===== src/hw/rtl/lapet_pkg.sv =====
`default_nettype none

package lapet_pkg;

    // Gray values: 306R + 601G + 117B, full white at 255 * 1024
    localparam int GRAY_W = 18;
    localparam int LAP_W  = 22;

    typedef logic [GRAY_W-1:0]       gray_t;
    typedef logic signed [LAP_W-1:0] lap_t;

    localparam gray_t COEF_R      = gray_t'(306);
    localparam gray_t COEF_G      = gray_t'(601);
    localparam gray_t COEF_B      = gray_t'(117);
    localparam gray_t WHITE_LEVEL = gray_t'(261120);

    // Configuration port
    localparam int CFG_IDX_W  = 2;
    localparam int CFG_DATA_W = 18;
    localparam int CFG_GEO_W  = 12;

    localparam logic [CFG_IDX_W-1:0] REG_FRAME_WIDTH    = 2'd0;
    localparam logic [CFG_IDX_W-1:0] REG_FRAME_HEIGHT   = 2'd1;
    localparam logic [CFG_IDX_W-1:0] REG_EDGE_THRESHOLD = 2'd2;

    localparam logic [CFG_GEO_W-1:0]  WIDTH_RESET  = 12'd640;
    localparam logic [CFG_GEO_W-1:0]  HEIGHT_RESET = 12'd480;
    localparam logic [CFG_DATA_W-1:0] THRESH_RESET = 18'd26112;

    // Request commands
    localparam logic CMD_PIXEL = 1'b0;
    localparam logic CMD_FLUSH = 1'b1;

    // Neighbor selection and bookkeeping for one request in flight
    typedef struct packed {
        logic has_res;    // request yields a result
        logic is_pix;     // request writes a gray value
        logic up_self;    // top row: up neighbor is the center
        logic left_self;  // first column
        logic right_self; // last column
        logic down_self;  // last row (flush): down neighbor is the center
        logic last;       // final result of the frame
    } sel_t;

    // Geometry register to effective size: zero reads as one, saturate at max
    function automatic int unsigned geo_eff(input logic [CFG_GEO_W-1:0] v,
                                            input int unsigned maxv);
        int unsigned r;
        r = int'(v);
        if (r < 1) r = 1;
        if (r > maxv) r = maxv;
        return r;
    endfunction

endpackage

`default_nettype wire


===== src/hw/rtl/lapet_filter.sv =====
`default_nettype none

module lapet_filter (
    input  wire logic                              clk,
    input  wire logic                              rst_n,
    input  wire logic                              s1_move,
    input  wire lapet_pkg::sel_t                   s1_sel,
    input  wire lapet_pkg::gray_t                  s1_gray,
    input  wire lapet_pkg::gray_t                  rd_c,
    input  wire lapet_pkg::gray_t                  rd_r,
    input  wire lapet_pkg::gray_t                  rd_u,
    input  wire lapet_pkg::gray_t                  rd_l,
    input  wire logic [lapet_pkg::CFG_DATA_W-1:0]  edge_threshold,
    output logic                                   s2_ready,
    output logic                                   out_valid,
    input  wire logic                              out_stall,
    output logic                                   edge_res,
    output logic                                   last_in_frame
);
    import lapet_pkg::*;

    logic            s2_valid_reg;
    sel_t            s2_sel_reg;
    gray_t           s2_gray_reg;
    logic            s3_valid_reg;
    lap_t            s3_a_reg;
    logic [GRAY_W:0] s3_b_reg;
    logic            s3_last_reg;
    logic            out_valid_reg;
    logic            edge_res_reg;
    logic            last_reg;

    logic            out_free, s3_ready;
    gray_t           uv, dv, lv, rv, clamped;
    lap_t            a_sum, lap;
    logic [GRAY_W:0] b_sum;

    // Ready chain
    assign out_free = !out_valid_reg || !out_stall;
    assign s3_ready = !s3_valid_reg || out_free;
    assign s2_ready = !s2_valid_reg || s3_ready;

    // Stage 2: neighbor selection at the frame edges, partial sums
    assign uv    = s2_sel_reg.up_self    ? rd_c : rd_u;
    assign dv    = s2_sel_reg.down_self  ? rd_c : s2_gray_reg;
    assign lv    = s2_sel_reg.left_self  ? rd_c : rd_l;
    assign rv    = s2_sel_reg.right_self ? rd_c : rd_r;
    assign a_sum = lap_t'({rd_c, 2'b00}) - lap_t'(uv) - lap_t'(dv);
    assign b_sum = {1'b0, lv} + {1'b0, rv};

    // Stage 3: final difference, clamp to 0..white, threshold
    assign lap = s3_a_reg - lap_t'(s3_b_reg);

    always_comb
    begin
        if (lap[LAP_W-1])
        begin
            clamped = '0;
        end
        else if (lap > lap_t'(WHITE_LEVEL))
        begin
            clamped = WHITE_LEVEL;
        end
        else
        begin
            clamped = lap[GRAY_W-1:0];
        end
    end

    always_ff @(posedge clk or negedge rst_n)
    begin
        if (!rst_n)
        begin
            s2_valid_reg  <= 1'b0;
            s3_valid_reg  <= 1'b0;
            out_valid_reg <= 1'b0;
        end
        else
        begin
            if (s2_ready)
            begin
                s2_valid_reg <= s1_move && s1_sel.has_res;
            end
            if (s3_ready)
            begin
                s3_valid_reg <= s2_valid_reg;
            end
            if (out_free)
            begin
                out_valid_reg <= s3_valid_reg;
            end
        end
    end

    always_ff @(posedge clk)
    begin
        if (s1_move)
        begin
            s2_sel_reg  <= s1_sel;
            s2_gray_reg <= s1_gray;
        end
        if (s3_ready && s2_valid_reg)
        begin
            s3_a_reg    <= a_sum;
            s3_b_reg    <= b_sum;
            s3_last_reg <= s2_sel_reg.last;
        end
        if (out_free && s3_valid_reg)
        begin
            edge_res_reg <= (clamped > edge_threshold);
            last_reg     <= s3_last_reg;
        end
    end

    assign out_valid     = out_valid_reg;
    assign edge_res      = edge_res_reg;
    assign last_in_frame = last_reg;

endmodule

`default_nettype wire


===== config.mk =====
export PLATFORM = sky130hd
export DESIGN_NAME = lapet_filter
export DESIGN_NICKNAME = d
export VERILOG_FILES = /design/src/hw/rtl/lapet_pkg.sv /design/src/hw/rtl/lapet_filter.sv
export SDC_FILE = /design/constraint.sdc
export NUM_CORES = 1
export LEC_CHECK = 0
export ABC_CLOCK_PERIOD_IN_PS = 5630
export BUFFER_PORTS_ARGS = -buffer_cell sky130_fd_sc_hd__buf_2
export CAP_MARGIN = 30
export CELL_PAD_IN_SITES_DETAIL_PLACEMENT = 1
export CELL_PAD_IN_SITES_GLOBAL_PLACEMENT = 1
export CORE_UTILIZATION = 44
export CTS_CLUSTER_DIAMETER = 120
export DETAILED_ROUTE_END_ITERATION = 8
export GPL_ROUTABILITY_DRIVEN = 0
export PLACE_DENSITY = 0.88
export SYNTH_ARGS = -nofsm -noshare
export SYNTH_HDL_FRONTEND = slang
export SYNTH_SLANG_ARGS = --single-unit

===== constraint.sdc =====
create_clock -name clk -period 5.63 [get_ports clk]
set_clock_uncertainty 0.15 [all_clocks]
set_input_delay 0.8445 -clock clk [delete_from_list [all_inputs] [get_ports clk]]
set_output_delay 0.8445 -clock clk [all_outputs]
set_load 0.02 [all_outputs]

---- Yosys cells after proc, flatten, opt, wreduce, memory -nomap -nowiden ----
Cells that the tools add are included.
operators by class
  bitwise gates (word level) .............. 0
  muxes and demuxes ....................... 6
  add/subtract/negate cells ............... 4
  $lt $le $gt $ge ......................... 2
  eq/ne operators ......................... 0
  multiply operators ...................... 0
  shifts and indexed selects .............. 0
  reductions and logical operators ........ 10
  div/mod/pow operators ................... 0
operators by type and width
  kind                    count
  $mux W18                6
  $gt A22 B19 Y1 const B  1
  $sub A21 B19 Y22        1
  $sub A22 B20 Y22        1
  $sub A20 B18 Y21        1
  $add A18 B18 Y19        1
  $gt A18 B18 Y1          1
  $logic_not A1 Y1        4
  $logic_and A1 B1 Y1     3
  $logic_or A1 B1 Y1      3
word-level totals
  output and inout port bits .............. 4
  input bits .............................. 119
  ROM bits ................................ 0
  word-level logic and storage cells ...... 36
  bits in writable memories ............... 0
  register bits after elaboration ......... 70
  latch bits .............................. 0
  memories kept ........................... 0

---- Longest topological paths before layout ----
  depth after elaboration ................. 5
  gate-level depth with buffers ........... 23
  mapped depth without buffers ............ 22

---- Least setup slack after synthesis ----
OpenSTA, ideal clock, no wires.
  kind .................................... reg-to-reg
  from .................................... register s2_sel_reg[4] (netlist bit)
  to ...................................... register s3_a_reg[20] (data pin)
  library setup time ...................... 268 ps
  slack ................................... 742 ps
  data required time ...................... 5,212 ps
  arrival time ............................ 4,471 ps
  clock period less this slack ............ 4,888 ps
  cell stages (with the launch flop) ...... 21
  buffers on the path ..................... 2
  cells stage by stage .................... edfxtp_1 buf_2 buf_1 mux2i_1 ha_1 or2_2 a21oi_1 a21oi_1 a41o_1 o21a_1 nor2_1 xnor2_1 ha_1 nand3_1 o21bai_1 a221oi_1 o221a_2 nor4_1 o41a_1 nand2_1 o21ai_0
between the ends
  word-level cells in the longest chain between the ends .. 3
RTL lines
  what                    RTL line             RTL
  from (decl)             lapet_filter.sv:23   sel_t s2_sel_reg;
  from (signal assigned)  lapet_filter.sv:99   s2_sel_reg <= s1_sel;
  $mux W18                lapet_filter.sv:44   assign uv = s2_sel_reg.up_self ? rd_c : rd_u;
  $sub A20 B18 Y21        lapet_filter.sv:48   assign a_sum = lap_t'({rd_c, 2'b00}) - lap_t'(uv) - lap_t'(dv);
  $sub A21 B19 Y22        lapet_filter.sv:48
  net a_sum[20]           lapet_filter.sv:35   lap_t a_sum, lap;
  to (signal assigned)    lapet_filter.sv:104  s3_a_reg <= a_sum;
  to (decl)               lapet_filter.sv:26   lap_t s3_a_reg;
The timed path passes the listed nets, and every way through them passes these cells.
A chain may end at the register's enable or synchronous reset.

---- Worst setup path in the final report ----
  from .................................... register s3_b_reg[0]
  to ...................................... register edge_res_reg (netlist: edge_res) (data pin)
between the ends
  word-level cells in the longest chain between the ends .. 5
RTL lines
  what                    RTL line             RTL
  from (decl)             lapet_filter.sv:27   logic [GRAY_W:0] s3_b_reg;
  from (signal assigned)  lapet_filter.sv:105  s3_b_reg <= b_sum;
  $sub A22 B20 Y22 (*)    lapet_filter.sv:52   assign lap = s3_a_reg - lap_t'(s3_b_reg);
  $gt A22 B19 Y1          lapet_filter.sv:60   else if (lap > lap_t'(WHITE_LEVEL))
  $mux W18                lapet_filter.sv:60
  $mux W18 (*)            lapet_filter.sv:56   if (lap[LAP_W-1])
  $gt A18 B18 Y1 (*)      lapet_filter.sv:110  edge_res_reg <= (clamped > edge_threshold);
  to (signal assigned)    lapet_filter.sv:110
  to (decl)               lapet_filter.sv:30   logic edge_res_reg;
Every way passes the cells marked *; elsewhere a longest branch is shown, timed or not.

==> impl_metrics.env <==
export IMPL_run_status="finished clean"
export IMPL_layout_drive_gt1_share=0.2358
export IMPL_antenna_left=0
export IMPL_slew_violations=0
export IMPL_rows=46
export IMPL_synth_edf_count=67
export IMPL_layout_min_cycle_time_ps=5199
export IMPL_numCtsBuffers=9
export IMPL_arrival_ps=5120
export IMPL_crit_start="s3_b_reg[0]$_DFFE_PP_"
export IMPL_reg2reg_slack_ps=430
export IMPL_postRouteWirelength_um=20800
export IMPL_worstSetupEndpointType="register"
export IMPL_clock_sinks=70
export IMPL_global_route_usage_sum=0.2533
export IMPL_number_of_max_cap_violations=0
export IMPL_layout_nets=1085
export IMPL_dieWidth_um=130.0
export IMPL_timing_reg2reg_worst_path_depth=21
export IMPL_place_detailed_hpwl_um=15270
export IMPL_sequential_area_share_after_synthesis=0.2895
export IMPL_worstMarginPinSlew_ps=943.0
export IMPL_floorplan_core_area_um2=15940
export IMPL_power_total_w=0.002961
export IMPL_async_reset_ff_frac=0.04286
export IMPL_critical_path_endpoint="edge_res$_DFFE_PP_"
export IMPL_maxClockFrequency_mhz=192.4
export IMPL_worst_setup_hold_path_clk_slew_ps=60
export IMPL_drt_first_iter_violations=203
export IMPL_synthDistinctLibCells=75
export IMPL_die_height_um=130.0
export IMPL_cts_max_level=3
export IMPL_vias_per_cell=5.825
export IMPL_top_usage_layer="met2"
export IMPL_antenna_found_initial=0
export IMPL_leakage_nw=3.862
export IMPL_post_synth_inst_count=747
export IMPL_clock_latency_ps=350
export IMPL_crit_path_max_fanout=7
export IMPL_ir_worst_vdd_v=0.0001847
export IMPL_cts_buffer_depth=2
export IMPL_initial_core_utilization=0.4522
export IMPL_report_final_hold_viol_count=0
export IMPL_netlist_area_um2=7209
export IMPL_synth_avg_cell_area_um2=9.651
export IMPL_pwr_density_cell_nw_per_um2=351.5
export IMPL_grt_setup_unrepaired="false"
export IMPL_critPathKind="register to register"
export IMPL_fill_cell_total_of_the_finished_layout=1851
export IMPL_dominantRegCellSynth="sky130_fd_sc_hd__edfxtp_1"
export IMPL_cp_required_ps=5550
export IMPL_placed_cells_incl_taps=1077
export IMPL_number_of_remaining_drc_errors=0
export IMPL_finalCoreUtilization=0.5283
export IMPL_grt_util_met1=0.2895
export IMPL_min_period_over_period=0.9234
export IMPL_r2r_end="edge_res$_DFFE_PP_"
export IMPL_number_of_vias_after_detailed_routing=6373
export IMPL_largest_reg_flops=22
export IMPL_cts_hold_buf=0
export IMPL_synth_top_cells_by_count="sky130_fd_sc_hd__ha_1 (90), sky130_fd_sc_hd__edfxtp_1 (67), sky130_fd_sc_hd__inv_1 (63), sky130_fd_sc_hd__a21oi_1 (53), sky130_fd_sc_hd__xnor2_1 (39)"
export IMPL_i_o_pin_count=123
export IMPL_syn_nets=959
export IMPL_clock_root_buffer="sky130_fd_sc_hd__clkbuf_16"
export IMPL_timing_max_slew_rel_slack=0.3713
export IMPL_layout_area_overhead_vs_synth_pct=16.83
export IMPL_final_setup_viol_count=0
export IMPL_global_route_overflow_total=0
export IMPL_ys_ff_latch=70
export IMPL_fin_cells=1094
export IMPL_use_met3=0.03116
export IMPL_timing_rr_start="s3_b_reg[0]$_DFFE_PP_"
export IMPL_tritoncts="built"
export IMPL_yosysTopAreaCellShare=0.2791
export IMPL_grt_pass1_wl_um=32860
export IMPL_start_kind="register"
export IMPL_routed_wirelength_normalized_by_instance_count_um=19.01
export IMPL_grt_pass1_vias=6644
export IMPL_insertedDiodeCount=0
export IMPL_synth_area_top_cells="sky130_fd_sc_hd__edfxtp_1 (28%), sky130_fd_sc_hd__ha_1 (16%), sky130_fd_sc_hd__mux2_2 (5.5%), sky130_fd_sc_hd__mux2i_1 (5.3%), sky130_fd_sc_hd__xnor2_1 (4.7%)"
export IMPL_largest_net_degree_at_the_start_of_global_routing=43
export IMPL_die_area_um2=16900
export IMPL_drt_first_pass_iters=4
export IMPL_holdCritPathClass="input pin to async pin"
export IMPL_placement_io_buffers=121
export IMPL_yosys_cell_count_top_type="sky130_fd_sc_hd__ha_1"
export IMPL_fin_setup_tns_ps=0
export IMPL_global_route_usage_met2=0.4763
export IMPL_yosys_area_top_type="sky130_fd_sc_hd__edfxtp_1"
export IMPL_ys_warn_count=0
where the power goes:
group          switching, W  leakage [nW]  internal (W)
logic              0.000912          3.03      0.000666
clock network      0.000259         0.159      0.000396
registers         0.0000331         0.675      0.000696
total               0.00120          3.86       0.00176
metrics by stage:
step / hold slack [ps] / cell area, um2 / setup slack, ps
2_1_floorplan: 250.3 / 7209 / 741.8
3_5_place_dp: 264.3 / 8078 / 248.6
5_1_grt: 150.1 / 8423 / 67.57
4_1_cts: 146.9 / 8408 / 219.8
3_3_place_gp: 257.5 / 8078 / 371.4
6_report: 147.6 / 8423 / 431.4
how the worst min path moves through the flow:
| stage | slack, ps | end | cells past startpoint | start |
|---|---|---|---|---|
| after floorplan | 250 | last_in_frame$_DFFE_PP_ | 0 | s3_last_reg$_DFFE_PP_ |
| after global placement | 260 | last_in_frame$_DFFE_PP_ | 0 | s3_last_reg$_DFFE_PP_ |
| after detailed placement | 260 | last_in_frame$_DFFE_PP_ | 0 | s3_last_reg$_DFFE_PP_ |
| after CTS | 150 | out_valid$_DFFE_PN0P_ | 1 | rst_n |
| after global routing | 150 | s3_valid_reg$_DFFE_PN0P_ | 1 | rst_n |
| final | 150 | out_valid$_DFFE_PN0P_ | 1 | rst_n |
area by class of cell:
| type | instances | area, um2 | area share |
|---|---|---|---|
| timing repair buffer | 128 | 658.1 | 0.07813 |
| sequential | 70 | 2087 | 0.2478 |
| clock inverter | 7 | 105.1 | 0.01248 |
| multi-input combinational | 601 | 4841 | 0.5747 |
| inverter | 63 | 236.5 | 0.02807 |
| tap | 216 | 270.3 | 0.03209 |
| clock buffer | 9 | 225.2 | 0.02674 |
worst max-delay path, stage by stage, from the launching register on:
cell,delay [ps]
sky130_fd_sc_hd__edfxtp_1,370
sky130_fd_sc_hd__ha_1,220
sky130_fd_sc_hd__fa_1,410
sky130_fd_sc_hd__nand2b_1,210
sky130_fd_sc_hd__a211oi_4,330
sky130_fd_sc_hd__o2111ai_2,180
sky130_fd_sc_hd__and3b_1,260
sky130_fd_sc_hd__a2111oi_4,270
sky130_fd_sc_hd__o2111ai_1,160
sky130_fd_sc_hd__or4b_4,550
sky130_fd_sc_hd__nand2_4,140
sky130_fd_sc_hd__nor3_2,50
sky130_fd_sc_hd__ha_1,280
sky130_fd_sc_hd__nor2b_1,130
sky130_fd_sc_hd__o21a_1,160
sky130_fd_sc_hd__o21a_1,160
sky130_fd_sc_hd__o21ai_1,120
sky130_fd_sc_hd__nand2b_1,70
sky130_fd_sc_hd__a21oi_1,130
sky130_fd_sc_hd__o21ai_0,90
sky130_fd_sc_hd__a221oi_1,290
sky130_fd_sc_hd__o21ai_1,170
routing by layer:
layer	vias up	part of all wire
met5	-	0
met4	0	0.031
met3	52	0.040
met2	199	0.51
met1	3053	0.42
li1	3069	-
what timing repair did:
item                                   in CTS  in global routing
setup buffers                               0                  1
setup endpoints to repair                   0                  1
endpoints found under the hold margin       0                  0
gates resized for setup                     0                  3
cells by family after synthesis:
| group | after synthesis | synth area share |
|---|---|---|
| AOI/OAI and AO/OA | 209 | 0.2010 |
| xor gates and xnor gates | 56 | 0.06803 |
| adders and majority gates | 93 | 0.1645 |
| buffers and inverters | 76 | 0.04026 |
| DFF | 70 | 0.2895 |
| muxes | 73 | 0.1074 |
| and+or+nand+nor | 170 | 0.1293 |
cells in the final DEF (no fill, tap or decap), drive strengths merged, types with 4 or more instances in the layout:
cell | Yosys | final
a211o | 7 | 7
a211oi | 9 | 9
a21boi | 4 | 4
a21o | 23 | 23
a21oi | 53 | 53
a31o | 4 | 4
and2 | 5 | 5
and3 | 5 | 5
buf | 7 | 128
clkbuf | 6 | 9
edfxtp | 67 | 67
ha | 90 | 90
inv | 63 | 66
mux2 | 35 | 35
mux2i | 38 | 38
nand2 | 30 | 30
nand2b | 15 | 15
nand3 | 16 | 16
nand4 | 9 | 9
nor2 | 35 | 35
nor2b | 12 | 12
nor3 | 14 | 14
nor3b | 4 | 4
nor4 | 4 | 4
o211ai | 6 | 6
o21a | 18 | 18
o21ai | 40 | 40
o21bai | 4 | 4
o22ai | 4 | 4
or2 | 5 | 5
or3 | 6 | 6
xnor2 | 39 | 39
xor2 | 17 | 17
Power figures use the tool's default switching activity.
