### config.mk
export PLATFORM = sky130hd
export DESIGN_NAME = lapet_ctrl
export DESIGN_NICKNAME = d
export VERILOG_FILES = /design/src/hw/rtl/lapet_pkg.sv /design/src/hw/rtl/lapet_ctrl.sv
export SDC_FILE = /design/constraint.sdc
export NUM_CORES = 1
export LEC_CHECK = 0
export ABC_AREA = 1
export BUFFER_PORTS_ARGS = -buffer_cell sky130_fd_sc_hd__buf_2
export CORE_MARGIN = 4
export CORE_UTILIZATION = 48
export CTS_BUF_LIST = sky130_fd_sc_hd__clkbuf_4
export DETAILED_ROUTE_END_ITERATION = 6
export PLACE_DENSITY_LB_ADDON = 0.08
export SKIP_CTS_REPAIR_TIMING = 1
export SYNTH_ARGS = -nofsm -noshare
export SYNTH_HDL_FRONTEND = slang
export SYNTH_SLANG_ARGS = --single-unit
### constraint.sdc
create_clock -name clk -period 5.65 [get_ports clk]
set_clock_uncertainty 0.15 [all_clocks]
set_input_delay 1.13 -clock clk [delete_from_list [all_inputs] [get_ports clk]]
set_output_delay 1.13 -clock clk [all_outputs]
set_load 0.05 [all_outputs]
### src/hw/rtl/lapet_pkg.sv
`default_nettype none

package lapet_pkg;

    // Gray values: 306R + 601G + 117B, full white at 255 * 1024
    localparam int GRAY_W = 18;
    localparam int LAP_W  = 22;

    typedef logic [GRAY_W-1:0]       gray_t;
    typedef logic signed [LAP_W-1:0] lap_t;

    localparam gray_t COEF_R      = gray_t'(306);
    localparam gray_t COEF_G      = gray_t'(601);
    localparam gray_t COEF_B      = gray_t'(117);
    localparam gray_t WHITE_LEVEL = gray_t'(261120);

    // Configuration port
    localparam int CFG_IDX_W  = 2;
    localparam int CFG_DATA_W = 18;
    localparam int CFG_GEO_W  = 12;

    localparam logic [CFG_IDX_W-1:0] REG_FRAME_WIDTH    = 2'd0;
    localparam logic [CFG_IDX_W-1:0] REG_FRAME_HEIGHT   = 2'd1;
    localparam logic [CFG_IDX_W-1:0] REG_EDGE_THRESHOLD = 2'd2;

    localparam logic [CFG_GEO_W-1:0]  WIDTH_RESET  = 12'd640;
    localparam logic [CFG_GEO_W-1:0]  HEIGHT_RESET = 12'd480;
    localparam logic [CFG_DATA_W-1:0] THRESH_RESET = 18'd26112;

    // Request commands
    localparam logic CMD_PIXEL = 1'b0;
    localparam logic CMD_FLUSH = 1'b1;

    // Neighbor selection and bookkeeping for one request in flight
    typedef struct packed {
        logic has_res;    // request yields a result
        logic is_pix;     // request writes a gray value
        logic up_self;    // top row: up neighbor is the center
        logic left_self;  // first column
        logic right_self; // last column
        logic down_self;  // last row (flush): down neighbor is the center
        logic last;       // final result of the frame
    } sel_t;

    // Geometry register to effective size: zero reads as one, saturate at max
    function automatic int unsigned geo_eff(input logic [CFG_GEO_W-1:0] v,
                                            input int unsigned maxv);
        int unsigned r;
        r = int'(v);
        if (r < 1) r = 1;
        if (r > maxv) r = maxv;
        return r;
    endfunction

endpackage

`default_nettype wire

### src/hw/rtl/lapet_ctrl.sv
`default_nettype none

module lapet_ctrl #(
    parameter int MAX_WIDTH  = 2048,
    parameter int MAX_HEIGHT = 2048,
    parameter int AW         = 12
) (
    input  wire logic                                clk,
    input  wire logic                                rst_n,
    input  wire logic                                cfg_we,
    input  wire logic [lapet_pkg::CFG_IDX_W-1:0]     cfg_index,
    input  wire logic [lapet_pkg::CFG_DATA_W-1:0]    cfg_data,
    input  wire logic                                in_valid,
    output logic                                     in_stall,
    input  wire logic                                command,
    input  wire logic [7:0]                          red,
    input  wire logic [7:0]                          green,
    input  wire logic [7:0]                          blue,
    input  wire logic                                s2_ready,
    output logic                                     s1_valid,
    output logic                                     s1_move,
    output lapet_pkg::sel_t                          s1_sel,
    output lapet_pkg::gray_t                         s1_gray,
    output logic [AW-1:0]                            s1_waddr,
    output logic [AW-1:0]                            s1_addr_c,
    output logic [AW-1:0]                            s1_addr_r,
    output logic [AW-1:0]                            s1_addr_u,
    output logic [AW-1:0]                            s1_addr_l,
    output logic [lapet_pkg::CFG_DATA_W-1:0]         edge_threshold,
    output logic                                     frame_done
);
    import lapet_pkg::*;

    localparam int XW    = (MAX_WIDTH > 1) ? $clog2(MAX_WIDTH) : 1;
    localparam int YW    = (MAX_HEIGHT > 1) ? $clog2(MAX_HEIGHT) : 1;
    localparam int DEPTH = 2 * MAX_WIDTH;
    localparam logic [AW:0]   DEPTH_V   = (AW+1)'(DEPTH);
    localparam logic [AW-1:0] ADDR_LAST = AW'(DEPTH - 1);

    // Configuration
    logic [XW-1:0]         width_m1_reg, width_m1_next;
    logic [YW-1:0]         height_m1_reg, height_m1_next;
    logic [CFG_DATA_W-1:0] thr_reg, thr_next;

    // Input position (next pixel) and result position (next result)
    logic [XW-1:0] in_x_reg, in_x_next;
    logic [YW-1:0] in_y_reg, in_y_next;
    logic [AW-1:0] wr_addr_reg, wr_addr_next;
    logic          in_done_reg, in_done_next;
    logic [XW-1:0] q_x_reg, q_x_next;
    logic [YW-1:0] q_y_reg, q_y_next;
    logic [AW-1:0] q_addr_reg, q_addr_next;

    // Stage 1
    logic          s1_valid_reg;
    sel_t          s1_sel_reg;
    gray_t         s1_gray_reg;
    logic [AW-1:0] s1_waddr_reg, s1_addr_c_reg, s1_addr_r_reg;
    logic [AW-1:0] s1_addr_u_reg, s1_addr_l_reg;

    logic          s1_ready, accept, is_flush, restart, has_res;
    logic [XW-1:0] qx;
    logic [YW-1:0] qy;
    logic [AW-1:0] qa, addr_r, addr_l, addr_u;
    logic [AW:0]   qa_ext, w_ext;
    sel_t          sel;
    gray_t         gray;

    // Handshake
    assign s1_ready = !s1_valid_reg || s2_ready;
    assign in_stall = !s1_ready;
    assign accept   = in_valid && s1_ready;
    assign s1_move  = s1_valid_reg && s2_ready;

    // Gray conversion
    assign gray = gray_t'(red) * COEF_R + gray_t'(green) * COEF_G + gray_t'(blue) * COEF_B;

    // Decode of the request against the frame position
    assign is_flush = (command == CMD_FLUSH);
    assign restart  = !is_flush && in_done_reg;
    assign qx       = restart ? '0 : q_x_reg;
    assign qy       = restart ? '0 : q_y_reg;
    assign qa       = restart ? '0 : q_addr_reg;
    assign has_res  = is_flush ? in_done_reg : (in_y_reg != '0);

    always_comb
    begin
        sel            = '0;
        sel.has_res    = has_res;
        sel.is_pix     = !is_flush;
        sel.up_self    = (qy == '0);
        sel.left_self  = (qx == '0);
        sel.right_self = (qx == width_m1_reg);
        sel.down_self  = is_flush;
        sel.last       = (qx == width_m1_reg) && (qy == height_m1_reg);
    end

    // Neighbor addresses, modulo the store depth
    assign qa_ext = {1'b0, qa};
    assign w_ext  = (AW+1)'(width_m1_reg) + (AW+1)'(1);
    assign addr_r = (qa == ADDR_LAST) ? '0 : qa + AW'(1);
    assign addr_l = (qa == '0) ? ADDR_LAST : qa - AW'(1);

    always_comb
    begin
        logic [AW:0] up;
        if (qa_ext >= w_ext)
        begin
            up = qa_ext - w_ext;
        end
        else
        begin
            up = qa_ext + DEPTH_V - w_ext;
        end
        addr_u = up[AW-1:0];
    end

    // Next state of configuration and frame counters
    always_comb
    begin
        logic clear_frame;
        clear_frame    = 1'b0;
        width_m1_next  = width_m1_reg;
        height_m1_next = height_m1_reg;
        thr_next       = thr_reg;
        in_x_next      = in_x_reg;
        in_y_next      = in_y_reg;
        wr_addr_next   = wr_addr_reg;
        in_done_next   = in_done_reg;
        q_x_next       = q_x_reg;
        q_y_next       = q_y_reg;
        q_addr_next    = q_addr_reg;

        if (cfg_we)
        begin
            case (cfg_index)
                REG_FRAME_WIDTH:
                begin
                    width_m1_next = XW'(geo_eff(cfg_data[CFG_GEO_W-1:0], MAX_WIDTH) - 1);
                    clear_frame   = 1'b1;
                end
                REG_FRAME_HEIGHT:
                begin
                    height_m1_next = YW'(geo_eff(cfg_data[CFG_GEO_W-1:0], MAX_HEIGHT) - 1);
                    clear_frame    = 1'b1;
                end
                REG_EDGE_THRESHOLD:
                begin
                    thr_next = cfg_data;
                end
                default:
                begin
                end
            endcase
        end
        else if (accept)
        begin
            // A pixel after a finished frame drops what is pending
            q_x_next    = qx;
            q_y_next    = qy;
            q_addr_next = qa;
            if (restart)
            begin
                in_done_next = 1'b0;
            end

            if (has_res)
            begin
                if (sel.last)
                begin
                    clear_frame = 1'b1;
                end
                else
                begin
                    q_x_next    = (qx == width_m1_reg) ? '0 : qx + XW'(1);
                    q_y_next    = (qx == width_m1_reg) ? qy + YW'(1) : qy;
                    q_addr_next = addr_r;
                end
            end

            if (!is_flush)
            begin
                if (in_x_reg == width_m1_reg)
                begin
                    in_x_next = '0;
                    if (in_y_reg == height_m1_reg)
                    begin
                        in_y_next    = '0;
                        in_done_next = 1'b1;
                    end
                    else
                    begin
                        in_y_next = in_y_reg + YW'(1);
                    end
                end
                else
                begin
                    in_x_next = in_x_reg + XW'(1);
                end
                if (in_x_reg == width_m1_reg && in_y_reg == height_m1_reg)
                begin
                    wr_addr_next = '0;
                end
                else
                begin
                    wr_addr_next = (wr_addr_reg == ADDR_LAST) ? '0 : wr_addr_reg + AW'(1);
                end
            end
        end

        if (clear_frame)
        begin
            in_x_next    = '0;
            in_y_next    = '0;
            wr_addr_next = '0;
            in_done_next = 1'b0;
            q_x_next     = '0;
            q_y_next     = '0;
            q_addr_next  = '0;
        end
    end

    always_ff @(posedge clk or negedge rst_n)
    begin
        if (!rst_n)
        begin
            width_m1_reg  <= XW'(geo_eff(WIDTH_RESET, MAX_WIDTH) - 1);
            height_m1_reg <= YW'(geo_eff(HEIGHT_RESET, MAX_HEIGHT) - 1);
            thr_reg       <= THRESH_RESET;
            in_x_reg      <= '0;
            in_y_reg      <= '0;
            wr_addr_reg   <= '0;
            in_done_reg   <= 1'b0;
            q_x_reg       <= '0;
            q_y_reg       <= '0;
            q_addr_reg    <= '0;
            s1_valid_reg  <= 1'b0;
        end
        else
        begin
            width_m1_reg  <= width_m1_next;
            height_m1_reg <= height_m1_next;
            thr_reg       <= thr_next;
            in_x_reg      <= in_x_next;
            in_y_reg      <= in_y_next;
            wr_addr_reg   <= wr_addr_next;
            in_done_reg   <= in_done_next;
            q_x_reg       <= q_x_next;
            q_y_reg       <= q_y_next;
            q_addr_reg    <= q_addr_next;
            if (s1_ready)
            begin
                s1_valid_reg <= accept && (!is_flush || has_res);
            end
        end
    end

    // Stage 1 payload
    always_ff @(posedge clk)
    begin
        if (accept)
        begin
            s1_sel_reg    <= sel;
            s1_gray_reg   <= gray;
            s1_waddr_reg  <= wr_addr_reg;
            s1_addr_c_reg <= qa;
            s1_addr_r_reg <= addr_r;
            s1_addr_u_reg <= addr_u;
            s1_addr_l_reg <= addr_l;
        end
    end

    assign s1_valid       = s1_valid_reg;
    assign s1_sel         = s1_sel_reg;
    assign s1_gray        = s1_gray_reg;
    assign s1_waddr       = s1_waddr_reg;
    assign s1_addr_c      = s1_addr_c_reg;
    assign s1_addr_r      = s1_addr_r_reg;
    assign s1_addr_u      = s1_addr_u_reg;
    assign s1_addr_l      = s1_addr_l_reg;
    assign edge_threshold = thr_reg;
    assign frame_done     = in_done_reg;

endmodule

`default_nettype wire

# Word level (Yosys, flattened, before mapping)
# Cells that the tools add are included.
# W data, S select, Z words.
[op_classes] addsub=15 n_reduce_logical=25 order_cmp=4 n_mux=63 eq_ne=10 multipliers=3
[ops] cell="$mux W11" n=31
[ops] cell="$mux W12" n=15
[ops] cell="$mux W32" n=4
[ops] cell="$gt A32 B12 Y1 const B" n=2
[ops] cell="$add A11 B1 Y11 const B" n=4
[ops] cell="$eq A11 B11 Y1" n=4
[ops] cell="$add A12 B1 Y12 const B" n=3
[ops] cell="$eq A12 B12 Y1 const B" n=2
[ops] cell="$sub A12 B12 Y12" n=2
[ops] cell="$logic_not A11 Y1" n=2
[ops] cell="$sub A11 B1 Y11 const B" n=2
[ops] cell="$add A17 B18 Y18" n=1
[ops] cell="$add A18 B15 Y18" n=1
[ops] cell="$mul A8 B10 Y18 const B" n=1
[ops] cell="$mul A8 B8 Y16 const B" n=1
[ops] cell="$mul A8 B7 Y15 const B" n=1
[ops] cell="$mux W1" n=13
[ops] cell="$add A11 B1 Y12 const B" n=1
[ops] cell="$ge A12 B12 Y1" n=1
[ops] cell="$logic_not A12 Y1" n=1
[ops] cell="$lt A12 B1 Y1 const B" n=1
[ops] cell="$sub A12 B1 Y12 const B" n=1
[ops] cell="$reduce_bool A11 Y1" n=1
[ops] cell="$reduce_and A2 Y1" n=4
[ops] cell="other kinds (11)" n=21
[word_totals] elab_cells=144 reg_bits=195 inputBits=50 out_inout_bits=107

# Longest topological paths before layout
# Gate-level depths: netlist of run 1.
[logic_depth] ltp_word=11 ltp_mapped=27 depth_no_buf=27

# Worst setup path before layout of run 1
# OpenSTA, ideal clock, no wires.
[synth_timing] kind="input port to flip-flop" start="in s2_ready" end="reg in_y_reg[8]" setup_ns=0.124 cell_stages=12 slack_ns=-1.138 arrival_ns=6.514 cell_sequence="inv_1 -> nand2_1 -> inv_1 -> nor2_1 -> inv_1 -> nor2_1 -> inv_1 -> nor2_1 -> inv_1 -> o211ai_2 -> buf_2 -> o21ai_1"
[synth_between] elab_chain_cells=6 word_cells_on_any_way=10 classes_between="eq/ne: 2; mux: 3; reduce/logical: 5"
[synth_lines] item="from (decl)" line="lapet_ctrl.sv:19" rtl="input wire logic s2_ready,"
[synth_lines] item="$logic_or A1 B1 Y1 *" line="lapet_ctrl.sv:70" rtl="assign s1_ready = !s1_valid_reg || s2_ready;"
[synth_lines] item="$logic_and A1 B1 Y1 *" line="lapet_ctrl.sv:72" rtl="assign accept = in_valid && s1_ready;"
[synth_lines] item="net accept" line="lapet_ctrl.sv:61" rtl="logic s1_ready, accept, is_flush, restart, has_res;"
[synth_lines] item="$mux W1" line="lapet_ctrl.sv:156" rtl="else if (accept)"
[synth_lines] item="$mux W1" line="lapet_ctrl.sv:134" rtl="if (cfg_we)"
[synth_lines] item="$ne A2 B1 Y1 (no source line) / $reduce_bool A2 Y1 (equally long branches)"
[synth_lines] item="$reduce_and A4 Y1 (no source line)"
[synth_lines] item="to (signal assigned)" line="lapet_ctrl.sv:245" rtl="in_y_reg <= in_y_next;"
[synth_lines] item="to (decl)" line="lapet_ctrl.sv:47" rtl="logic [YW-1:0] in_y_reg, in_y_next;"
# The timed path passes the listed nets; every way through them passes the cells marked *.
# A chain may end at the register's enable or synchronous reset.

# Worst setup path in the final report of run 1
[layout_timing] start="in red[5]" end="reg s1_gray_reg[17], in the netlist s1_gray[17] (data pin)"
[layout_between] elab_chain_cells=3
[layout_lines] item="from (decl)" line="lapet_ctrl.sv:16" rtl="input wire logic [7:0] red,"
[layout_lines] item="$mul A8 B8 Y16" line="lapet_ctrl.sv:76" rtl="assign gray = gray_t'(red) * COEF_R + gray_t'(green) * COEF_G + gray_t'(blue) * COEF_B;"
[layout_lines] item="$add A17 B18 Y18" line="lapet_ctrl.sv:76"
[layout_lines] item="$add A18 B15 Y18" line="lapet_ctrl.sv:76"
[layout_lines] item="net gray[17]" line="lapet_ctrl.sv:67" rtl="gray_t gray;"
[layout_lines] item="to (signal assigned)" line="lapet_ctrl.sv:264" rtl="s1_gray_reg <= gray;"
[layout_lines] item="to (decl)" line="lapet_ctrl.sv:57" rtl="gray_t s1_gray_reg;"
# The timed path passes the listed nets, and every way through them passes these cells.

==> metrics.txt, run 1 <==
# TYPE chip_impl_metric gauge
chip_impl_metric{name="fp.dieW",unit="um"} 185
chip_impl_metric{name="finalNetCount",unit=""} 2304
chip_impl_metric{name="first_global_vias",unit=""} 12200
chip_impl_metric{name="die_area",unit="um2"} 34300
chip_impl_metric{name="effective_utilization_at_floorplan",unit="%"} 48.9
chip_impl_info{name="synth-main-ff-cell",value="sky130_fd_sc_hd__dfrtp_1"} 1
chip_impl_metric{name="postLayoutCellArea",unit="um2"} 17700
chip_impl_info{name="cpMostUsedCell",value="sky130_fd_sc_hd__ha_4"} 1
chip_impl_metric{name="grt.total_usage",unit="%"} 22.5
chip_impl_info{name="crit_family",value="adder cells"} 1
chip_impl_info{name="origin_of_the_worst_setup_path",value="red[5]"} 1
chip_impl_metric{name="slew_viol_final",unit=""} 0
chip_impl_info{name="cts_root_buffer",value="sky130_fd_sc_hd__clkbuf_4"} 1
chip_impl_metric{name="grt_antenna_before_repair",unit=""} 1
chip_impl_metric{name="timing.slew.headroom",unit="%"} 24.9
chip_impl_metric{name="wl_per_cell",unit="um"} 15.5
chip_impl_metric{name="route.detailed.drc",unit=""} 3
chip_impl_metric{name="arrival",unit="ns"} 6.12
chip_impl_info{name="worstSetupEndpoint",value="s1_gray[17]"} 1
chip_impl_metric{name="syn-mean-instance-area",unit="um2"} 8.34
chip_impl_metric{name="overflow",unit=""} 0
chip_impl_metric{name="stdcell_count",unit=""} 2454
chip_impl_metric{name="yosysWarnings",unit=""} 0
chip_impl_metric{name="cells_after_dpl",unit=""} 2413
chip_impl_metric{name="final-seq-area",unit="um2"} 5330
chip_impl_metric{name="synth.lib_cells_used.distinct",unit=""} 45
chip_impl_metric{name="yosysTopAreaCellShare",unit="%"} 16.9
chip_impl_metric{name="required_time_at_the_worst_slack_endpoint",unit="ns"} 5.91
chip_impl_metric{name="synth-async-reset-ratio",unit="%"} 56.4
chip_impl_metric{name="hold_viol_final",unit=""} 0
chip_impl_metric{name="synth_nets",unit=""} 2068
chip_impl_info{name="tritoncts_clock_tree",value="yes"} 1
chip_impl_metric{name="final.min_clock_period",unit="ns"} 5.86
chip_impl_metric{name="placed_standard_cell_area",unit="um2"} 17100
chip_impl_metric{name="drv_cap",unit=""} 0
chip_impl_metric{name="worstMarginPinSlew",unit="ns"} 1.12
chip_impl_metric{name="setup-violations-final",unit=""} 7
chip_impl_metric{name="detail_route.iter0.violations",unit=""} 822
chip_impl_metric{name="ir_worst_vdd",unit="uV"} 1010
chip_impl_metric{name="globalplace.congestion",unit=""} 0.927
chip_impl_metric{name="min_period_over_period",unit="%"} 104
chip_impl_metric{name="worst_hold_slack",unit="ns"} 0.345
chip_impl_metric{name="grt_max_degree",unit=""} 71
chip_impl_metric{name="maximum_clock_frequency",unit="MHz"} 171
chip_impl_metric{name="finish.utilization",unit="%"} 57.3
chip_impl_metric{name="boundaryPins",unit=""} 157
chip_impl_metric{name="clock_tree.htree_level_count",unit=""} 4
chip_impl_info{name="rr_endpoint",value="in_x_reg[3]"} 1
chip_impl_metric{name="reg2reg_depth",unit=""} 15
chip_impl_metric{name="half_perimeter_wire_length_of_the_detailed_placement_result",unit="um"} 29900
chip_impl_metric{name="timing.critical_path.fanout_max",unit=""} 4
chip_impl_info{name="post-synth-top-area-cell",value="sky130_fd_sc_hd__edfxtp_1"} 1
chip_impl_info{name="cp_slowest_cell",value="sky130_fd_sc_hd__fa_1"} 1
chip_impl_metric{name="design.core.area",unit="um2"} 30800
chip_impl_metric{name="mapped_cell_area",unit="um2"} 15100
chip_impl_info{name="status",value="finished, violations left"} 1
chip_impl_info{name="critical_path.reg2reg.startpoint",value="frame_done"} 1
chip_impl_metric{name="powerDensity",unit="nW/um2"} 608
chip_impl_metric{name="multi_input_area",unit="um2"} 8820
chip_impl_metric{name="ys_seq_elements",unit=""} 195
chip_impl_metric{name="place_ws",unit="ns"} -0.945
chip_impl_metric{name="drt_pass1_iterations",unit=""} 7
chip_impl_metric{name="final_layout_size_suffix_gt1_share",unit="%"} 20.4
chip_impl_info{name="violations",value="DRC, setup timing"} 1
chip_impl_metric{name="ant_nets",unit=""} 0
chip_impl_metric{name="floorplan.rows",unit=""} 64
chip_impl_info{name="worst_hold_path_type",value="reg -> reg"} 1
chip_impl_metric{name="grt_first_pass_wirelength",unit="um"} 61500
chip_impl_metric{name="power.leakage",unit="uW"} 0.00905
chip_impl_metric{name="synth-edff-count",unit=""} 85
chip_impl_metric{name="cts.sinks",unit=""} 195
chip_impl_metric{name="number_of_buffers_created_by_cts",unit=""} 17
chip_impl_metric{name="worst_slack",unit="ns"} -0.210
chip_impl_metric{name="internal_reg_to_reg_setup_slack",unit="ns"} 2.06
chip_impl_metric{name="critPathMaxStageDelay",unit="ns"} 0.53
chip_impl_info{name="critical_path_startpoint_category",value="input port"} 1
chip_impl_metric{name="nFillCells",unit=""} 2861
chip_impl_metric{name="worstSkewPairLatency",unit="ns"} 0.67
chip_impl_metric{name="clock_path_buffers",unit=""} 2
chip_impl_metric{name="path_clk_slew",unit="ns"} 0.16
chip_impl_metric{name="routed-via-count",unit=""} 12500
chip_impl_metric{name="syn_to_final_growth",unit="%"} 17.1
chip_impl_metric{name="seq_area_frac_synth",unit="%"} 35.3
chip_impl_metric{name="drt-vias-per-instance",unit=""} 5.09
chip_impl_metric{name="drt-total-wl",unit="um"} 38000
chip_impl_metric{name="critical_path_depth",unit=""} 25
chip_impl_metric{name="post_synth_inst_count",unit=""} 1808
chip_impl_info{name="worstSetupEndpointType",value="flop"} 1
chip_impl_info{name="rsz0062_at_grt",value="yes"} 1
chip_impl_metric{name="numPortBuffers",unit=""} 156
chip_impl_info{name="criticalPathCategory",value="in -> reg"} 1
chip_impl_metric{name="chipHeight",unit="um"} 185
chip_impl_metric{name="critical_path_buf_inv_count",unit=""} 6
chip_impl_info{name="netlist_top_cells_area",value="sky130_fd_sc_hd__edfxtp_1, sky130_fd_sc_hd__dfrtp_1, sky130_fd_sc_hd__nand2_1, sky130_fd_sc_hd__ha_1, sky130_fd_sc_hd__fa_1"} 1
where the power goes:
part	switching [uW]	total, uW	internal, uW
Sequential	162	2170	2010
Clock	553	792	239
Combinational	4140	7770	3630
Total	4860	10700	5880
how the worst min path moves through the flow:
stage | startpoint | end | cells past startpoint
after floorplan | q_addr_reg[0] | q_addr_reg[0] | 2
after global placement | q_addr_reg[11] | q_addr_reg[11] | 2
after detailed placement | q_addr_reg[0] | q_addr_reg[0] | 2
after CTS | q_addr_reg[11] | q_addr_reg[11] | 2
after global routing | q_addr_reg[11] | q_addr_reg[11] | 2
final | q_addr_reg[11] | q_addr_reg[11] | 2
final cells by class:
type | instances | area share (%)
clock buffer | 17 | 0.723
sequential | 195 | 30.2
inverter | 310 | 6.62
multi-input combinational | 1266 | 49.9
timing repair buffer | 254 | 8.82
clock inverter | 15 | 0.928
antenna | 1 | 0.0142
tap | 396 | 2.81
stage by stage:
step,TNS [ns],total power [uW]
after global placement,-6.63,8680
after floorplan,-2.63,6670
after CTS,-0.738,9670
after detailed placement,-7.32,8880
after global routing,-1.72,11700
final,-0.816,10700
cells in the mapped netlist, types with 2 or more instances:
cell type and count:
sky130_fd_sc_hd__a21o_1 2, sky130_fd_sc_hd__a21oi_1 44, sky130_fd_sc_hd__buf_2 7, sky130_fd_sc_hd__buf_4 4, sky130_fd_sc_hd__buf_6 9, sky130_fd_sc_hd__clkbuf_1 17, sky130_fd_sc_hd__dfrtp_1 90, sky130_fd_sc_hd__dfstp_2 20
sky130_fd_sc_hd__edfxtp_1 85, sky130_fd_sc_hd__fa_1 73, sky130_fd_sc_hd__ha_1 137, sky130_fd_sc_hd__inv_1 299, sky130_fd_sc_hd__inv_2 8, sky130_fd_sc_hd__inv_4 2, sky130_fd_sc_hd__mux2_2 10, sky130_fd_sc_hd__nand2_1 460
sky130_fd_sc_hd__nand2_2 9, sky130_fd_sc_hd__nand2_4 4, sky130_fd_sc_hd__nand3_1 148, sky130_fd_sc_hd__nand3_2 3, sky130_fd_sc_hd__nand3b_1 7, sky130_fd_sc_hd__nand4_1 33, sky130_fd_sc_hd__nor2_1 112, sky130_fd_sc_hd__nor3_1 21
sky130_fd_sc_hd__nor3_2 2, sky130_fd_sc_hd__nor3b_1 3, sky130_fd_sc_hd__nor4_1 6, sky130_fd_sc_hd__o211ai_1 3, sky130_fd_sc_hd__o21ai_0 58, sky130_fd_sc_hd__o21ai_1 23, sky130_fd_sc_hd__o21bai_1 2, sky130_fd_sc_hd__o22ai_1 2
sky130_fd_sc_hd__or2_2 7, sky130_fd_sc_hd__xnor2_1 26, sky130_fd_sc_hd__xor2_1 62
cell families (layout without fill, tap and decap cells):
group                      Yosys count  count (layout)  synth area share (%)
DFF                                195             195                  35.3
muxes                               10              10                 0.747
AOI/OAI and AO/OA                  141             141                  4.98
xor gates and xnor gates            88              88                  5.11
and+or+nand+nor                    817             817                  23.5
buffers and inverters              347             596                  9.27
other                                0               1                     0
adders and majority gates          210             210                  21.1
worst reg2reg max path: stages (launching register included):
cell and delay (ns):
sky130_fd_sc_hd__dfrtp_1 0.46, sky130_fd_sc_hd__nand2_2 0.24, sky130_fd_sc_hd__buf_4 0.50, sky130_fd_sc_hd__nand2_1 0.26, sky130_fd_sc_hd__nand2_1 0.11, sky130_fd_sc_hd__nand2_1 0.07
sky130_fd_sc_hd__nand2_1 0.06, sky130_fd_sc_hd__nor2_1 0.05, sky130_fd_sc_hd__nand3_2 0.06, sky130_fd_sc_hd__buf_4 0.24, sky130_fd_sc_hd__nor2_8 0.11, sky130_fd_sc_hd__nand2_4 0.13
sky130_fd_sc_hd__nand2_4 0.21, sky130_fd_sc_hd__nor2_1 0.65, sky130_fd_sc_hd__nand2_1 0.10, sky130_fd_sc_hd__nand2_1 0.11
routing by layer:
layer,GRT usage [%],routed length [um],vias up
met4,7.25,986,0
met1,30.2,17200,5862
met3,3.69,1670,61
met2,37.3,18100,304
li1,-,-,6269
met5,0,0,-
cells in the final DEF (no fill, tap or decap), types with 3 or more instances in the layout:
cell type                  synthesis  layout
sky130_fd_sc_hd__fa_1             73      71
sky130_fd_sc_hd__dfrtp_1          90      90
sky130_fd_sc_hd__nor3_1           21      20
sky130_fd_sc_hd__a21oi_4           0       3
sky130_fd_sc_hd__a21oi_2           1       8
sky130_fd_sc_hd__nor2_1          112     111
sky130_fd_sc_hd__mux2_2           10      10
sky130_fd_sc_hd__nand2_4           4       6
sky130_fd_sc_hd__ha_4              0      23
sky130_fd_sc_hd__ha_1            137     113
sky130_fd_sc_hd__nand3_2           3       5
sky130_fd_sc_hd__buf_4             4      96
sky130_fd_sc_hd__nand2_1         460     455
sky130_fd_sc_hd__xnor2_1          26      26
sky130_fd_sc_hd__inv_1           299     285
sky130_fd_sc_hd__or2_2             7       5
sky130_fd_sc_hd__edfxtp_1         85      85
sky130_fd_sc_hd__xor2_1           62      62
sky130_fd_sc_hd__clkbuf_4          0      18
sky130_fd_sc_hd__inv_6             0       4
sky130_fd_sc_hd__inv_2             8      22
sky130_fd_sc_hd__dfstp_2          20      20
sky130_fd_sc_hd__buf_6             9       3
sky130_fd_sc_hd__buf_2             7     152
sky130_fd_sc_hd__o21ai_0          58      55
sky130_fd_sc_hd__nor3b_1           3       3
sky130_fd_sc_hd__a21oi_1          44      34
sky130_fd_sc_hd__nand4_1          33      33
sky130_fd_sc_hd__nand3b_1          7       7
sky130_fd_sc_hd__nor4_1            6       6
sky130_fd_sc_hd__nand2_2           9      12
sky130_fd_sc_hd__nand3_1         148     145
sky130_fd_sc_hd__o211ai_1          3       3
sky130_fd_sc_hd__inv_8             0       4
sky130_fd_sc_hd__o21ai_1          23      23
Note: power is estimated with default switching activity, not from simulation.
==> inputs of run 2 (changes only) <==
Clock period 5.65 ns to 4.9 ns, I/O delays scaled along.
==> metrics.txt, run 2 (same netlist as run 1, synthesis figures left out) <==
# TYPE chip_impl_metric gauge
chip_impl_metric{name="cells_after_dpl",unit=""} 2433
chip_impl_info{name="cts_root_buffer",value="sky130_fd_sc_hd__clkbuf_4"} 1
chip_impl_metric{name="design.core.area",unit="um2"} 30800
chip_impl_metric{name="grt_first_pass_wirelength",unit="um"} 62600
chip_impl_metric{name="timing.critical_path.fanout_max",unit=""} 4
chip_impl_info{name="violations",value="setup timing"} 1
chip_impl_info{name="cp_slowest_cell",value="sky130_fd_sc_hd__fa_1"} 1
chip_impl_info{name="worst_hold_path_type",value="in -> async"} 1
chip_impl_metric{name="die_area",unit="um2"} 34300
chip_impl_metric{name="effective_utilization_at_floorplan",unit="%"} 48.9
chip_impl_info{name="critical_path.reg2reg.startpoint",value="width_m1_reg[0]"} 1
chip_impl_info{name="status",value="finished, violations left"} 1
chip_impl_metric{name="chipHeight",unit="um"} 185
chip_impl_metric{name="number_of_buffers_created_by_cts",unit=""} 17
chip_impl_metric{name="fp.dieW",unit="um"} 185
chip_impl_metric{name="clock_tree.htree_level_count",unit=""} 4
chip_impl_metric{name="reg2reg_depth",unit=""} 13
chip_impl_info{name="tritoncts_clock_tree",value="yes"} 1
chip_impl_metric{name="worst_slack",unit="ns"} -0.764
chip_impl_metric{name="timing.slew.headroom",unit="%"} 23.2
chip_impl_metric{name="drt_pass1_iterations",unit=""} 6
chip_impl_metric{name="half_perimeter_wire_length_of_the_detailed_placement_result",unit="um"} 30500
chip_impl_metric{name="grt_max_degree",unit=""} 59
chip_impl_metric{name="required_time_at_the_worst_slack_endpoint",unit="ns"} 5.18
chip_impl_metric{name="detail_route.iter0.violations",unit=""} 720
chip_impl_metric{name="powerDensity",unit="nW/um2"} 752
chip_impl_metric{name="drv_cap",unit=""} 0
chip_impl_info{name="criticalPathCategory",value="in -> reg"} 1
chip_impl_info{name="origin_of_the_worst_setup_path",value="red[5]"} 1
chip_impl_metric{name="syn_to_final_growth",unit="%"} 18.6
chip_impl_metric{name="route.detailed.drc",unit=""} 0
chip_impl_metric{name="arrival",unit="ns"} 5.94
chip_impl_metric{name="final.min_clock_period",unit="ns"} 5.66
chip_impl_metric{name="first_global_vias",unit=""} 12400
chip_impl_metric{name="internal_reg_to_reg_setup_slack",unit="ns"} 1.63
chip_impl_metric{name="stdcell_count",unit=""} 2472
chip_impl_metric{name="clock_path_buffers",unit=""} 2
chip_impl_metric{name="globalplace.congestion",unit=""} 0.898
chip_impl_metric{name="hold_viol_final",unit=""} 0
chip_impl_metric{name="grt.total_usage",unit="%"} 22.8
chip_impl_info{name="rr_endpoint",value="s1_addr_u[11]"} 1
chip_impl_info{name="final_common_cell",value="sky130_fd_sc_hd__nand2_1"} 1
chip_impl_metric{name="critical_path_buf_inv_count",unit=""} 6
chip_impl_metric{name="power.leakage",unit="uW"} 0.00918
chip_impl_metric{name="grt_antenna_before_repair",unit=""} 2
chip_impl_metric{name="multi_input_area",unit="um2"} 8880
chip_impl_metric{name="worstSkewPairLatency",unit="ns"} 0.64
chip_impl_metric{name="ant_nets",unit=""} 0
chip_impl_metric{name="slew_viol_final",unit=""} 0
chip_impl_metric{name="floorplan.rows",unit=""} 64
chip_impl_metric{name="min_period_over_period",unit="%"} 116
chip_impl_metric{name="final-seq-area",unit="um2"} 5330
chip_impl_metric{name="drt-vias-per-instance",unit=""} 5.14
chip_impl_metric{name="critPathMaxStageDelay",unit="ns"} 0.54
chip_impl_metric{name="overflow",unit=""} 0
chip_impl_metric{name="finalNetCount",unit=""} 2321
chip_impl_info{name="layout.cells.most_common_list",value="sky130_fd_sc_hd__nand2_1, sky130_fd_sc_hd__inv_1, sky130_fd_sc_hd__buf_2"} 1
chip_impl_metric{name="drt-total-wl",unit="um"} 38800
chip_impl_metric{name="ir_worst_vdd",unit="uV"} 1120
chip_impl_metric{name="numPortBuffers",unit=""} 156
chip_impl_metric{name="nFillCells",unit=""} 2889
chip_impl_info{name="rsz0062_at_grt",value="yes"} 1
chip_impl_metric{name="maximum_clock_frequency",unit="MHz"} 177
chip_impl_metric{name="path_clk_slew",unit="ns"} 0.18
chip_impl_metric{name="routed-via-count",unit=""} 12700
chip_impl_metric{name="worst_hold_slack",unit="ns"} 0.197
chip_impl_metric{name="cts.sinks",unit=""} 195
chip_impl_metric{name="final_layout_size_suffix_gt1_share",unit="%"} 21.6
chip_impl_info{name="worstSetupEndpointType",value="flop"} 1
chip_impl_metric{name="worstMarginPinSlew",unit="ns"} 1.15
chip_impl_metric{name="setup-violations-final",unit=""} 10
chip_impl_info{name="critical_path_startpoint_category",value="input port"} 1
chip_impl_metric{name="wl_per_cell",unit="um"} 15.7
chip_impl_metric{name="boundaryPins",unit=""} 157
chip_impl_info{name="crit_family",value="adder cells"} 1
-- run 2: layout make-up --
cell class / count / area share (%)
Sequential cell: 195 / 29.8
Clock buffer: 19 / 0.798
Timing Repair Buffer: 271 / 9.61
Inverter: 310 / 6.56
Antenna cell: 2 / 0.0280
Tap cell: 396 / 2.77
Multi-Input combinational cell: 1266 / 49.7
Clock inverter: 13 / 0.742
-- run 2: power by group --
| part | internal [uW] | leakage, uW | total, uW | switching [uW] |
|---|---|---|---|---|
| combinational | 4690 | 0.00678 | 10000 | 5350 |
| sequential | 2320 | 0.00224 | 2500 | 183 |
| clock | 315 | 0.000153 | 896 | 581 |
-- run 2: how the worst max path moves through the flow --
stage          cells past startpoint     endpoint
5_1_grt                           27  s1_gray[16]
6_report                          25  s1_gray[17]
2_1_floorplan                     24  s1_gray[17]
3_5_place_dp                      28  s1_gray[16]
4_1_cts                           28  s1_gray[16]
3_3_place_gp                      28  s1_gray[16]
-- run 2: stage by stage --
stage                     util [%]  total power, uW  TNS [ns]  instance area (um2)  worst slack (ns)
after floorplan                  -             7830     -8.39                15400             -1.12
after global placement        55.9            10600    -13.47                17200             -1.45
after detailed placement      55.9            10900    -14.34                17200             -1.55
after CTS                     56.8            11800     -6.29                17500            -0.832
after global routing          58.0            14500     -7.16                17900            -0.958
final                         58.0            13400     -5.88                17900            -0.764
-- run 2: metal layers --
layer / share of wire (%) / global-route usage [%] / vias up
li1: - / - / 6292
met1: 45 / 31.5 / 6021
met2: 47 / 37.5 / 331
met3: 5.3 / 3.34 / 61
met4: 2.6 / 7.08 / 2
met5: 0.052 / 0 / -
